### src/rtl/assert_macros.svh
// Assertion helpers used by the top-level filter unit.
`ifndef ASSERT_MACROS_SVH
`define ASSERT_MACROS_SVH

// Same-cycle implication, checked out of reset.
`define ASSERT_IMPLY(label, clk, rst_n, ante, cons, msg) \
    label: assert property (@(posedge clk) disable iff (!rst_n) (ante) |-> (cons)) \
        else $error(msg);

// Condition that must hold at every edge out of reset.
`define ASSERT_ALWAYS(label, clk, rst_n, cond, msg) \
    label: assert property (@(posedge clk) disable iff (!rst_n) (cond)) \
        else $error(msg);

`endif

### src/rtl/dctl_pkg.sv
package dctl_pkg;

    localparam int TIMER_BITS = 16;
    localparam int TIMEOUT_W  = 16;
    localparam int CFG_IDX_W  = 2;
    localparam int SAT_W      = (TIMER_BITS > TIMEOUT_W) ? TIMER_BITS : TIMEOUT_W;

    localparam logic [TIMER_BITS-1:0] TIMER_MAX = '1;

    localparam int QUEUE_DEPTH = 4;
    localparam int QUEUE_AW    = $clog2(QUEUE_DEPTH);
    localparam int QUEUE_CW    = $clog2(QUEUE_DEPTH + 1);

    // Event opcodes
    localparam logic [2:0] OP_KEY_DOWN     = 3'd0;
    localparam logic [2:0] OP_KEY_UP       = 3'd1;
    localparam logic [2:0] OP_MOUSE_MOVE   = 3'd2;
    localparam logic [2:0] OP_MOUSE_BUTTON = 3'd3;
    localparam logic [2:0] OP_TICK         = 3'd4;
    localparam logic [2:0] OP_UNKNOWN      = 3'd5;

    // Key classes
    localparam logic [1:0] KC_LCTRL = 2'd1;
    localparam logic [1:0] KC_LALT  = 2'd2;

    // Injected keys
    localparam logic [1:0] KEY_NONE  = 2'd0;
    localparam logic [1:0] KEY_ESC   = 2'd1;
    localparam logic [1:0] KEY_RCTRL = 2'd2;
    localparam logic [1:0] KEY_LCTRL = 2'd3;

    // Register indexes
    localparam logic [CFG_IDX_W-1:0] REG_TIMEOUT     = 2'd0;
    localparam logic [CFG_IDX_W-1:0] REG_FLUSH_KEY   = 2'd1;
    localparam logic [CFG_IDX_W-1:0] REG_FLUSH_MOUSE = 2'd2;
    localparam logic [CFG_IDX_W-1:0] REG_DRAG_FIX    = 2'd3;

    // One classified event: up to two injections followed by the verdict.
    typedef struct packed {
        logic [1:0] cnt;
        logic [1:0] key0;
        logic       rel0;
        logic [1:0] key1;
        logic       rel1;
        logic       blk;
    } cmd_t;

    typedef struct packed {
        logic held;
        logic fwd;
    } status_t;

endpackage

### src/rtl/dual_role_ctrl_key_filter_unit.sv
// Dual-role left-Ctrl filter: a tap yields Escape, a hold yields Ctrl.
// Request channel (req_valid/req_ready) carries one event per transfer:
// opcode and key_class. Response channel (rsp_valid/rsp_ready) returns zero
// to two injected key items followed by one verdict item with last set and
// block_original giving pass or swallow for the original event.
// Configuration is written through cfg_we/cfg_index/cfg_wdata, one register
// per cycle, while the block is idle; the user must keep to this, as the block leaves it unchecked.
// The back end emits one result per cycle while the receiver takes them, and
// an event yields one to three results; the front end classifies one event
// per cycle, while the queue is not full, into a four-entry command queue,
// so short bursts are absorbed.
// When the receiver stalls, the output register holds its item, the queue
// fills, and req_ready drops once all four entries are taken.
// Reset clears all tracking state, empties the queue and the output register,
// and restores the default configuration (timeout off, all flush triggers
// and the drag fix on).
`include "assert_macros.svh"

module dual_role_ctrl_key_filter_unit (
    input  logic                             clk,
    input  logic                             rst_n,
    input  logic                             cfg_we,
    input  logic [dctl_pkg::CFG_IDX_W-1:0]   cfg_index,
    input  logic [dctl_pkg::TIMEOUT_W-1:0]   cfg_wdata,
    input  logic                             req_valid,
    output logic                             req_ready,
    input  logic [2:0]                       opcode,
    input  logic [1:0]                       key_class,
    output logic                             rsp_valid,
    input  logic                             rsp_ready,
    output logic [1:0]                       inject_key,
    output logic                             inject_release,
    output logic                             block_original,
    output logic                             last
);

    dctl_pkg::cmd_t    front_cmd;
    dctl_pkg::cmd_t    queue_head;
    dctl_pkg::status_t front_status;
    logic              take;
    logic              q_full;
    logic              q_empty;
    logic              q_pop;

    assign req_ready = !q_full;
    assign take      = req_valid && req_ready;

    dctl_front u_front (
        .clk       (clk),
        .rst_n     (rst_n),
        .cfg_we    (cfg_we),
        .cfg_index (cfg_index),
        .cfg_wdata (cfg_wdata),
        .take      (take),
        .opcode    (opcode),
        .key_class (key_class),
        .cmd       (front_cmd),
        .status    (front_status)
    );

    dctl_queue u_queue (
        .clk       (clk),
        .rst_n     (rst_n),
        .push      (take),
        .push_data (front_cmd),
        .pop       (q_pop),
        .head      (queue_head),
        .full      (q_full),
        .empty     (q_empty)
    );

    dctl_back u_back (
        .clk            (clk),
        .rst_n          (rst_n),
        .head           (queue_head),
        .empty          (q_empty),
        .pop            (q_pop),
        .rsp_valid      (rsp_valid),
        .rsp_ready      (rsp_ready),
        .inject_key     (inject_key),
        .inject_release (inject_release),
        .block_original (block_original),
        .last           (last)
    );

    `ASSERT_IMPLY(a_verdict_clean, clk, rst_n, rsp_valid && last, inject_key == dctl_pkg::KEY_NONE && !inject_release, "verdict item carries an injected key")
    `ASSERT_IMPLY(a_inject_clean, clk, rst_n, rsp_valid && !last, inject_key != dctl_pkg::KEY_NONE && !block_original, "injection item malformed")
    `ASSERT_ALWAYS(a_ctrl_exclusive, clk, rst_n, !(front_status.held && front_status.fwd), "ctrl both held back and forwarded")

endmodule

### src/rtl/dctl_front.sv
module dctl_front (
    input  logic                                clk,
    input  logic                                rst_n,
    input  logic                                cfg_we,
    input  logic [dctl_pkg::CFG_IDX_W-1:0]      cfg_index,
    input  logic [dctl_pkg::TIMEOUT_W-1:0]      cfg_wdata,
    input  logic                                take,
    input  logic [2:0]                          opcode,
    input  logic [1:0]                          key_class,
    output dctl_pkg::cmd_t                      cmd,
    output dctl_pkg::status_t                   status
);

    logic [dctl_pkg::TIMEOUT_W-1:0]  timeout_reg;
    logic                            flush_key_reg;
    logic                            flush_mouse_reg;
    logic                            drag_fix_reg;

    logic                            held_reg, held_next;
    logic                            fwd_reg, fwd_next;
    logic                            alt_reg, alt_next;
    logic                            drag_seen_reg, drag_seen_next;
    logic                            drag_seq_reg, drag_seq_next;
    logic                            armed_reg, armed_next;
    logic [dctl_pkg::TIMER_BITS-1:0] remain_reg, remain_next;

    logic [dctl_pkg::SAT_W-1:0]      timeout_wide;
    logic [dctl_pkg::TIMER_BITS-1:0] timer_load;

    always_comb
    begin
        timeout_wide = dctl_pkg::SAT_W'(timeout_reg);
        if (timeout_wide > dctl_pkg::SAT_W'(dctl_pkg::TIMER_MAX))
        begin
            timer_load = dctl_pkg::TIMER_MAX;
        end
        else
        begin
            timer_load = dctl_pkg::TIMER_BITS'(timeout_wide);
        end
    end

    always_ff @(posedge clk or negedge rst_n)
    begin
        if (!rst_n)
        begin
            timeout_reg     <= '0;
            flush_key_reg   <= 1'b1;
            flush_mouse_reg <= 1'b1;
            drag_fix_reg    <= 1'b1;
        end
        else if (cfg_we)
        begin
            unique case (cfg_index)
                dctl_pkg::REG_TIMEOUT:     timeout_reg     <= cfg_wdata;
                dctl_pkg::REG_FLUSH_KEY:   flush_key_reg   <= cfg_wdata[0];
                dctl_pkg::REG_FLUSH_MOUSE: flush_mouse_reg <= cfg_wdata[0];
                dctl_pkg::REG_DRAG_FIX:    drag_fix_reg    <= cfg_wdata[0];
                default: ;
            endcase
        end
    end

    always_comb
    begin
        held_next      = held_reg;
        fwd_next       = fwd_reg;
        alt_next       = alt_reg;
        drag_seen_next = drag_seen_reg;
        drag_seq_next  = drag_seq_reg;
        armed_next     = armed_reg;
        remain_next    = remain_reg;
        cmd            = '0;

        case (opcode) inside
            dctl_pkg::OP_KEY_DOWN:
            begin
                if (key_class == dctl_pkg::KC_LCTRL)
                begin
                    cmd.blk = 1'b1;
                    if (!held_reg && !fwd_reg)
                    begin
                        held_next = 1'b1;
                        if (timeout_reg != '0)
                        begin
                            armed_next  = 1'b1;
                            remain_next = timer_load;
                        end
                    end
                end
                else if (key_class == dctl_pkg::KC_LALT)
                begin
                    alt_next = 1'b1;
                    cmd.blk  = alt_reg;
                end
                else if (flush_key_reg && held_reg)
                begin
                    held_next = 1'b0;
                    fwd_next  = 1'b1;
                    cmd.cnt   = 2'd1;
                    cmd.key0  = dctl_pkg::KEY_LCTRL;
                end
            end
            dctl_pkg::OP_KEY_UP:
            begin
                if (key_class == dctl_pkg::KC_LCTRL)
                begin
                    cmd.blk = 1'b1;
                    if (held_reg)
                    begin
                        held_next = 1'b0;
                        if (!drag_fix_reg || (!alt_reg && !drag_seq_reg))
                        begin
                            // bare tap: Escape press and release
                            cmd.cnt     = 2'd2;
                            cmd.key0    = dctl_pkg::KEY_ESC;
                            cmd.key1    = dctl_pkg::KEY_ESC;
                            cmd.rel1    = 1'b1;
                            armed_next  = 1'b0;
                            remain_next = '0;
                        end
                        else if (alt_reg)
                        begin
                            drag_seq_next = 1'b1;
                        end
                        else
                        begin
                            drag_seq_next = 1'b0;
                            cmd.cnt       = 2'd2;
                            cmd.key0      = dctl_pkg::KEY_RCTRL;
                            cmd.key1      = dctl_pkg::KEY_RCTRL;
                            cmd.rel1      = 1'b1;
                        end
                    end
                    else if (fwd_reg)
                    begin
                        fwd_next = 1'b0;
                        cmd.cnt  = 2'd1;
                        cmd.key0 = dctl_pkg::KEY_LCTRL;
                        cmd.rel0 = 1'b1;
                    end
                end
                else if (key_class == dctl_pkg::KC_LALT)
                begin
                    alt_next       = 1'b0;
                    drag_seen_next = 1'b0;
                    if (drag_seen_reg)
                    begin
                        drag_seq_next = 1'b1;
                    end
                end
            end
            dctl_pkg::OP_MOUSE_MOVE,
            dctl_pkg::OP_MOUSE_BUTTON:
            begin
                if (flush_mouse_reg)
                begin
                    if (opcode == dctl_pkg::OP_MOUSE_BUTTON && alt_reg)
                    begin
                        drag_seen_next = 1'b1;
                    end
                    if (held_reg)
                    begin
                        held_next = 1'b0;
                        fwd_next  = 1'b1;
                        cmd.cnt   = 2'd1;
                        cmd.key0  = dctl_pkg::KEY_LCTRL;
                    end
                end
            end
            dctl_pkg::OP_TICK:
            begin
                cmd.blk = 1'b1;
                if (armed_reg)
                begin
                    if (remain_reg <= dctl_pkg::TIMER_BITS'(1))
                    begin
                        armed_next  = 1'b0;
                        remain_next = '0;
                        if (held_reg)
                        begin
                            held_next = 1'b0;
                            fwd_next  = 1'b1;
                            cmd.cnt   = 2'd1;
                            cmd.key0  = dctl_pkg::KEY_LCTRL;
                        end
                    end
                    else
                    begin
                        remain_next = remain_reg - dctl_pkg::TIMER_BITS'(1);
                    end
                end
            end
            dctl_pkg::OP_UNKNOWN:
            begin
                cmd.blk = 1'b1;
            end
            default: ;
        endcase
    end

    always_ff @(posedge clk or negedge rst_n)
    begin
        if (!rst_n)
        begin
            held_reg      <= 1'b0;
            fwd_reg       <= 1'b0;
            alt_reg       <= 1'b0;
            drag_seen_reg <= 1'b0;
            drag_seq_reg  <= 1'b0;
            armed_reg     <= 1'b0;
            remain_reg    <= '0;
        end
        else if (take)
        begin
            held_reg      <= held_next;
            fwd_reg       <= fwd_next;
            alt_reg       <= alt_next;
            drag_seen_reg <= drag_seen_next;
            drag_seq_reg  <= drag_seq_next;
            armed_reg     <= armed_next;
            remain_reg    <= remain_next;
        end
    end

    assign status.held = held_reg;
    assign status.fwd  = fwd_reg;

endmodule

### src/rtl/dctl_queue.sv
module dctl_queue (
    input  logic                          clk,
    input  logic                          rst_n,
    input  logic                          push,
    input  dctl_pkg::cmd_t                push_data,
    input  logic                          pop,
    output dctl_pkg::cmd_t                head,
    output logic                          full,
    output logic                          empty
);

    dctl_pkg::cmd_t                  entry_reg [dctl_pkg::QUEUE_DEPTH];
    logic [dctl_pkg::QUEUE_AW-1:0]   wr_ptr_reg;
    logic [dctl_pkg::QUEUE_AW-1:0]   rd_ptr_reg;
    logic [dctl_pkg::QUEUE_CW-1:0]   count_reg;

    assign full  = (count_reg == dctl_pkg::QUEUE_CW'(dctl_pkg::QUEUE_DEPTH));
    assign empty = (count_reg == '0);
    assign head  = entry_reg[rd_ptr_reg];

    always_ff @(posedge clk)
    begin
        if (push)
        begin
            entry_reg[wr_ptr_reg] <= push_data;
        end
    end

    always_ff @(posedge clk or negedge rst_n)
    begin
        if (!rst_n)
        begin
            wr_ptr_reg <= '0;
            rd_ptr_reg <= '0;
            count_reg  <= '0;
        end
        else
        begin
            if (push)
            begin
                wr_ptr_reg <= wr_ptr_reg + dctl_pkg::QUEUE_AW'(1);
            end
            if (pop)
            begin
                rd_ptr_reg <= rd_ptr_reg + dctl_pkg::QUEUE_AW'(1);
            end
            if (push && !pop)
            begin
                count_reg <= count_reg + dctl_pkg::QUEUE_CW'(1);
            end
            else if (pop && !push)
            begin
                count_reg <= count_reg - dctl_pkg::QUEUE_CW'(1);
            end
        end
    end

endmodule

### src/rtl/dctl_back.sv
module dctl_back (
    input  logic            clk,
    input  logic            rst_n,
    input  dctl_pkg::cmd_t  head,
    input  logic            empty,
    output logic            pop,
    output logic            rsp_valid,
    input  logic            rsp_ready,
    output logic [1:0]      inject_key,
    output logic            inject_release,
    output logic            block_original,
    output logic            last
);

    logic       valid_reg;
    logic [1:0] idx_reg, idx_next;
    logic [1:0] key_reg, key_next;
    logic       rel_reg, rel_next;
    logic       blk_reg, blk_next;
    logic       last_reg, last_next;
    logic       load;

    // Output register takes a new item from a non-empty queue when it is empty or being drained.
    assign load = !empty && (!valid_reg || rsp_ready);

    always_comb
    begin
        key_next  = dctl_pkg::KEY_NONE;
        rel_next  = 1'b0;
        blk_next  = 1'b0;
        last_next = 1'b0;
        idx_next  = idx_reg + 2'd1;
        pop       = 1'b0;
        if (idx_reg == head.cnt)
        begin
            blk_next  = head.blk;
            last_next = 1'b1;
            idx_next  = '0;
            pop       = load;
        end
        else if (idx_reg == 2'd0)
        begin
            key_next = head.key0;
            rel_next = head.rel0;
        end
        else
        begin
            key_next = head.key1;
            rel_next = head.rel1;
        end
    end

    always_ff @(posedge clk or negedge rst_n)
    begin
        if (!rst_n)
        begin
            valid_reg <= 1'b0;
            idx_reg   <= '0;
        end
        else if (load)
        begin
            valid_reg <= 1'b1;
            idx_reg   <= idx_next;
        end
        else if (rsp_ready)
        begin
            valid_reg <= 1'b0;
        end
    end

    always_ff @(posedge clk)
    begin
        if (load)
        begin
            key_reg  <= key_next;
            rel_reg  <= rel_next;
            blk_reg  <= blk_next;
            last_reg <= last_next;
        end
    end

    assign rsp_valid      = valid_reg;
    assign inject_key     = key_reg;
    assign inject_release = rel_reg;
    assign block_original = blk_reg;
    assign last           = last_reg;

endmodule

### config.mk
export PLATFORM = sky130hd
export DESIGN_NAME = dual_role_ctrl_key_filter_unit
export DESIGN_NICKNAME = d
export VERILOG_FILES = /design/src/rtl/dctl_pkg.sv /design/src/rtl/dual_role_ctrl_key_filter_unit.sv /design/src/rtl/dctl_front.sv /design/src/rtl/dctl_queue.sv /design/src/rtl/dctl_back.sv
export VERILOG_INCLUDE_DIRS = /design/src /design/src/rtl
export SDC_FILE = /design/constraint.sdc
export NUM_CORES = 1
export LEC_CHECK = 0
export BUFFER_PORTS_ARGS = -buffer_cell sky130_fd_sc_hd__buf_2
export CAP_MARGIN = 20
export CORE_MARGIN = 1.5
export CORE_UTILIZATION = 35
export CTS_CLUSTER_SIZE = 20
export DETAILED_ROUTE_END_ITERATION = 8
export PLACE_DENSITY = 0.63
export SLEW_MARGIN = 10
export SYNTH_ARGS = -nofsm -noshare
export SYNTH_HDL_FRONTEND = slang
export SYNTH_HIERARCHICAL = 1
export SYNTH_SLANG_ARGS = --single-unit
export TNS_END_PERCENT = 100
### constraint.sdc
create_clock -name clk -period 3.18 [get_ports clk]
set_clock_uncertainty 0.2 [all_clocks]
set_input_delay 0.636 -clock clk [delete_from_list [all_inputs] [get_ports clk]]
set_output_delay 0.636 -clock clk [all_outputs]
set_load 0.02 [all_outputs]
Yosys cells after proc, flatten, opt, wreduce, memory -nomap -nowiden --
Memories as Yosys holds them, arrays and structs flattened. Index checks and enable logic that the tools add are counted.
Operators by class: bitwise operators 2, add/sub/neg operators 6, order comparisons 2, eq/ne operators 32, reduce and logical (&&, ||, !) cells 50, multiplexer cells 106
Operators with widths (count):
- $mux W16 | 13
- $mux W1 | 68
- $mux W4 | 15
- $mux W3 | 7
- $reduce_and A10 Y1 | 2
- $reduce_and A9 Y1 | 2
- $gt A16 B16 Y1 const B | 1
- $le A16 B1 Y1 const B | 1
- $ne A2 B2 Y1 const B | 8
- $reduce_bool A16 Y1 | 1
- $reduce_bool A2 Y1 | 8
- $sub A16 B1 Y16 const B | 1
- $reduce_and A7 Y1 | 2
- $ne A3 B3 Y1 const B | 4
- $reduce_bool A4 Y1 | 3
- $logic_not A1 Y1 | 10
- $eq A3 B3 Y1 const B | 3
- $mux W9 | 1
- $ne A3 B1 Y1 const B | 3
- $logic_and A1 B1 Y1 | 8
- $reduce_and A2 Y1 | 4
- $add A2 B1 Y2 const B | 3
- $eq A2 B2 Y1 const B | 3
- $eq A3 B2 Y1 const B | 2
- 16 further kinds | 25
Storage, ports and cells: memories 1, bits in writable memories 36, output and inout port bits 7, register bits after elaboration 56, input bits 28
Memory list:
- u_queue.entry_reg | depth 4, width 9, rd ports 1, clocked after Yosys merged registers in 0, write ports 1, RTL line dctl_queue.sv:12 | dctl_pkg::cmd_t entry_reg [dctl_pkg::QUEUE_DEPTH];

Logic depth before layout (Yosys ltp) --
Gate-level depths: netlist (run 1).
depth after elaboration 8, gate-level depth with buffers 11, gate-level depth less buffers 10

Modules after synthesis --
The synthesis (run 1) kept the hierarchy.
By module, submodules not included:
- dctl_front | cells each 268, times used 1, area each 2568.7 sq um
- dctl_queue | cells each 81, times used 1, area each 1694.1 sq um
- dctl_back | cells each 30, times used 1, area each 377.9 sq um
- dual_role_ctrl_key_filter_unit | cells each 2, times used 1, area each 10.0 sq um

Worst setup path after synthesis (run 1) --
Ideal clock, no wire load.
path kind reg2reg, start reg u_queue/rd_ptr_reg[0] (netlist name), end reg u_queue/count_reg[1] (netlist name), required time 2.855 ns, library setup time 0.125 ns, path slack 0.249 ns, arrival 2.607 ns, cell stages (with the launch flop) 10, path buffers 1, clock period less this slack 2.931 ns, cell sequence dfrtp_1 buf_6 mux4_2 xor2_1 nor4_1 inv_1 ha_1 inv_1 fa_1 mux2_2
RTL lines:
- start: declaration | RTL line dctl_queue.sv:14 | logic [dctl_pkg::QUEUE_AW-1:0] rd_ptr_reg;
- start signal: assignment | RTL line dctl_queue.sv:45 | rd_ptr_reg <= rd_ptr_reg + dctl_pkg::QUEUE_AW'(1);
- end signal: assignment | RTL line dctl_queue.sv:49 | count_reg <= count_reg + dctl_pkg::QUEUE_CW'(1);
- end signal: assignment | RTL line dctl_queue.sv:53 | count_reg <= count_reg - dctl_pkg::QUEUE_CW'(1);
- end: declaration | RTL line dctl_queue.sv:15 | logic [dctl_pkg::QUEUE_CW-1:0] count_reg;

==> reports/metrics.cfg, run 1 <==
[critical_path]
cpLargestDelayFamily = multiplexers
critPathLaunchType = flip-flop
arrival_ns = 3.05
crit_buf_inv = 2
worst_path_max_delay_cell = mux4_2
worstPathMaxFanout = 5
crit_path_end_kind = flip-flop
path_class = flip-flop to flip-flop
path_common_cell = inv_1
max_stage_delay_ns = 0.54
critical_path_required_ns = 3.21
crit_chain = mux4_2 -> xor2_1 -> nor4_1 -> inv_1 -> ha_1 -> inv_1 -> fa_1 -> mux2_2

[cells_and_area]
layout-drive-gt1-share_pct = 26.3
num_antenna_cells = 0
n_fill_cell = 1191
largest_reg_flops = 36
register_area_sq_um = 2510
syn_to_final_growth_pct = 14.8
nets = 458
finish.utilization_pct = 41.6
multi_input_area_sq_um = 1910

[placement]
place_congestion = 0.890
hpwl_um = 6690
port_buffers = 34

[clock_network]
clkTransAtPathRegs_ns = 0.07
cts_tree = yes
cts_resized = 0
htree_levels = 3
postCtsSetupBuffers = 0
holdBufCountCts = 0
cts_made_buffers = 9
cts_buffer_depth = 2
cts.sinks = 92
cts_root_buf = clkbuf_16
clk_latency_ns = 0.34

[die]
die_x_um = 118
pin_count = 35
initial_core_util_pct = 36.3
dieArea_sq_um = 13900
num_rows = 41
die_y_um = 118
fp.coreArea_sq_um = 12800

[synthesis]
netlist_instances = 379
synthesis.area_sq_um = 4640
syn_nets = 416
synth_area_per_cell_sq_um = 12.2
synth_warnings = 6

[sta]
period_minus_slack_ns = 3.02
report.final.slew_viol_count = 0
relSlewSlack_pct = 57.6
rsz0062_at_grt = no
hold_viol = 0
period_share_pct = 95.0
tightest_slew_ns = 0.636
setup_violations = 0
fmax_mhz = 331
setup_tns_ns = 0

[drt]
drc = 0
wire_per_inst_um = 15.8
avgViaCountPerCell = 5.40
drt_iter0_drc = 145
first_pass_iters = 4
ant_nets = 0
vias = 3228
wirelength_um = 9420

[global_route]
grt_usage_pct = 14.4
grt_pass1_vias = 3228
grt_pass1_wl_um = 16000
grt-ovfl-total = 0
grt_max_degree = 23
grt_antenna_before_repair = 0

[status]
outcome = completed

[pwr]
p_leak_nw = 2.05
powerDensity_nw_per_um2 = 789
irDropWorstVdd_mv = 0.314

[hold_path]
hp-class = input pin to async pin

[run]
drv_cap = 0

## power by group
| part | total, mW | internal [mW] | switching, mW |
|---|---|---|---|
| logic | 1.27 | 0.581 | 0.685 |
| registers | 1.94 | 1.63 | 0.301 |
| clock network | 0.998 | 0.539 | 0.459 |
| total | 4.20 | 2.75 | 1.45 |
## per-layer routing
layer  routed length, um  GRT usage [%]  share of wire (%)
met2                4490           22.9                 48
met3                 501           4.02                5.3
met5                   0              0                  0
met1                4310           18.9                 46
met4                 112           5.03                1.2
## stage by stage
step	hold WS (ns)	setup slack [ns]	power, mW	instances	area [sq um]
2_1_floorplan	0.140	0.249	2.86	379	4640
4_1_cts	0.0990	0.191	4.24	598	5320
6_report	0.0807	0.159	4.20	598	5320
5_1_grt	0.110	0.0469	4.48	598	5320
3_3_place_gp	0.273	0.343	3.17	582	5040
3_5_place_dp	0.282	0.216	3.23	582	5040
## worst register-to-register path, delay by kind of cell (launching register included)
kind	cells	cell delay, ns
AND/OR/NAND/NOR	1	0.46
buffers and inverters	2	0.17
flip-flops	1	0.48
adder cells (fa/ha/maj)	2	0.60
XOR/XNOR	1	0.19
multiplexers	2	0.80
## layout make-up
class	count	share of cell area, %
well taps	172	4.05
clock buffers	10	4.30
flip-flops and latches	92	47.2
inverters	29	2.05
multi-input cells	240	35.9
clock inverters	6	0.917
repair buffers	49	5.55
## layout by cell type (no fill, tap or decap), types with 5 or more instances in the layout
cell type / n
a211oi_1: 8
a21oi_1: 10
a32oi_1: 10
and2_1: 6
buf_2: 34
buf_4: 14
clkbuf_16: 9
dfrtp_1: 48
edfxtp_1: 41
ha_1: 8
inv_1: 29
mux2_2: 20
mux2i_1: 8
mux4_2: 8
nand2_1: 24
nor2_1: 21
nor2b_1: 8
nor3_1: 7
nor4_1: 7
o21ai_0: 11
o22ai_1: 12
xor2_1: 5
## final timing paths
path                                                   start                                   to  slack (ns)  depth (start not counted)
hold reg to reg             u_queue/count_reg[2]$_DFFE_PN0P_     u_queue/count_reg[2]$_DFFE_PN0P_        0.29                          1
max in group asynchronous                              rst_n  u_front/timeout_reg[15]$_DFFE_PN0P_        2.02                          2
hold / removal                                         rst_n         u_back/rsp_valid$_DFFE_PN0P_        0.08                          1
min in group clk            u_queue/count_reg[2]$_DFFE_PN0P_     u_queue/count_reg[2]$_DFFE_PN0P_        0.29                          1
setup reg to reg           u_queue/rd_ptr_reg[0]$_DFFE_PN0P_     u_queue/count_reg[1]$_DFFE_PN0P_        0.16                          8
setup / recovery           u_queue/rd_ptr_reg[0]$_DFFE_PN0P_     u_queue/count_reg[1]$_DFFE_PN0P_        0.16                          8
Power figures use the tool's default switching activity.
==> inputs of run 2 (changes only) <==
CAP_MARGIN = 40   (was 20)
CTS_BUF_LIST = sky130_fd_sc_hd__clkbuf_2 sky130_fd_sc_hd__clkbuf_4 sky130_fd_sc_hd__clkbuf_8   (was not set)
==> reports/metrics.cfg, run 2 (synthesis gave the netlist of run 1 again) <==
[status]
outcome = completed

[clock_network]
cts_resized = 0
postCtsSetupBuffers = 0
htree_levels = 3
cts_buffer_depth = 2
clkTransAtPathRegs_ns = 0.10
clk_latency_ns = 0.36
cts_root_buf = clkbuf_8
cts_made_buffers = 9
holdBufCountCts = 0
cts.sinks = 92
cts_tree = yes

[sta]
fmax_mhz = 336
relSlewSlack_pct = 57.4
setup_tns_ns = 0
fin_hold_ws_ns = 0.0494
rsz0062_at_grt = no
report.final.slew_viol_count = 0
finalWorstSetupSlack_ns = 0.201
period_share_pct = 93.7
setup_violations = 0
hold_viol = 0
period_minus_slack_ns = 2.98
tightest_slew_ns = 0.640

[drt]
ant_nets = 0
avgViaCountPerCell = 5.44
wire_per_inst_um = 15.9
wirelength_um = 9490
drc = 0
vias = 3252
drt_iter0_drc = 121
first_pass_iters = 5

[pwr]
p_seq_share_pct = 49.1
intPower_mw = 2.51
clockPowerShare_pct = 18.7
p_leak_nw = 2.01
p_sw_share_pct = 36.1
powerDensity_nw_per_um2 = 753
power.share.combinational_pct = 32.1
switching_power_mw = 1.42
irDropWorstVdd_mv = 0.291

[cells_and_area]
finish.utilization_pct = 40.9
register_area_sq_um = 2510
fin_area_sq_um = 5220
largest_reg_flops = 36
final_cell_mix = dfrtp_1, edfxtp_1, buf_2, inv_1, nand2_1
mostFrequentLayoutCell = dfrtp_1
multi_input_area_sq_um = 1910
syn_to_final_growth_pct = 12.7
layout-drive-gt1-share_pct = 26.5
n_fill_cell = 1192
nets = 458
num_antenna_cells = 0

[critical_path]
max_stage_delay_ns = 0.54
cpLargestDelayFamily = multiplexers
path_common_cell = inv_1
crit_buf_inv = 2
critical_path_required_ns = 3.24
crit_chain = mux4_2 -> xor2_1 -> nor4_1 -> inv_1 -> ha_1 -> inv_1 -> fa_1 -> mux2_2
critPathLaunchType = flip-flop
path_class = flip-flop to flip-flop
worstPathMaxFanout = 5
crit_path_end_kind = flip-flop
arrival_ns = 3.04
worst_path_max_delay_cell = mux4_2

[die]
die_x_um = 118
pin_count = 35
dieArea_sq_um = 13900
die_y_um = 118
fp.coreArea_sq_um = 12800
initial_core_util_pct = 36.3
num_rows = 41

[global_route]
grt_max_degree = 23
grt-ovfl-total = 0
grt_pass1_vias = 3205
grt_usage_pct = 14.4
grt_pass1_wl_um = 16000
grt_antenna_before_repair = 0

[placement]
place_ws_ns = 0.216
port_buffers = 34
place_congestion = 0.890
place_area_sq_um = 5040
hpwl_um = 6690

[run]
drv_cap = 0

[hold_path]
hp-class = input pin to async pin

-- run 2: cell counts in the layout (fill, tap and decap cells not counted) --
No cell type changed its count.
-- run 2: final timing paths --
check,from,to,slack (ns),depth (start not counted)
max,u_queue/rd_ptr_reg[0]$_DFFE_PN0P_,u_queue/count_reg[1]$_DFFE_PN0P_,0.20,8
min,rst_n,u_back/rsp_valid$_DFFE_PN0P_,0.05,1
max reg2reg,u_queue/rd_ptr_reg[0]$_DFFE_PN0P_,u_queue/count_reg[1]$_DFFE_PN0P_,0.20,8
min reg2reg,u_queue/count_reg[2]$_DFFE_PN0P_,u_queue/count_reg[2]$_DFFE_PN0P_,0.29,1
max in group asynchronous,rst_n,u_front/timeout_reg[15]$_DFFE_PN0P_,2.05,2
min in group clk,u_queue/count_reg[2]$_DFFE_PN0P_,u_queue/count_reg[2]$_DFFE_PN0P_,0.29,1
-- run 2: layout make-up --
class                      instances  area share, %
clock buffer                      10           2.52
clock inverter                     6          0.934
inverter                          29           2.08
multi-input combinational        240           36.6
sequential                        92           48.1
tap                              172           4.12
timing repair buffer              49           5.65
-- run 2: routing by layer --
layer  wire length (um)  vias to the layer above  track usage (%)
li1                   -                     1510                -
met1               4400                     1626             19.1
met2               4480                      103             22.9
met3                483                       13             3.59
met4                129                        0             5.34
met5                  0                        -                0
-- run 2: per-stage QoR --
stage               std cells  power [mW]
floorplan                 379        2.86
global placement          582        3.17
detailed placement        582        3.23
CTS                       598        3.97
global route              598        4.21
finish                    598        3.93
-- run 2: power by group through the flow --
| stage | sequential (mW) | combinational, mW | clock, mW |
|---|---|---|---|
| 6_report | 1.93 | 1.26 | 0.737 |
| 5_1_grt | 1.99 | 1.41 | 0.809 |
| 4_1_cts | 1.93 | 1.27 | 0.758 |
| 3_5_place_dp | 1.96 | 1.27 | 0 |
| 3_3_place_gp | 1.95 | 1.22 | 0 |
| 2_1_floorplan | 1.89 | 0.966 | 0 |
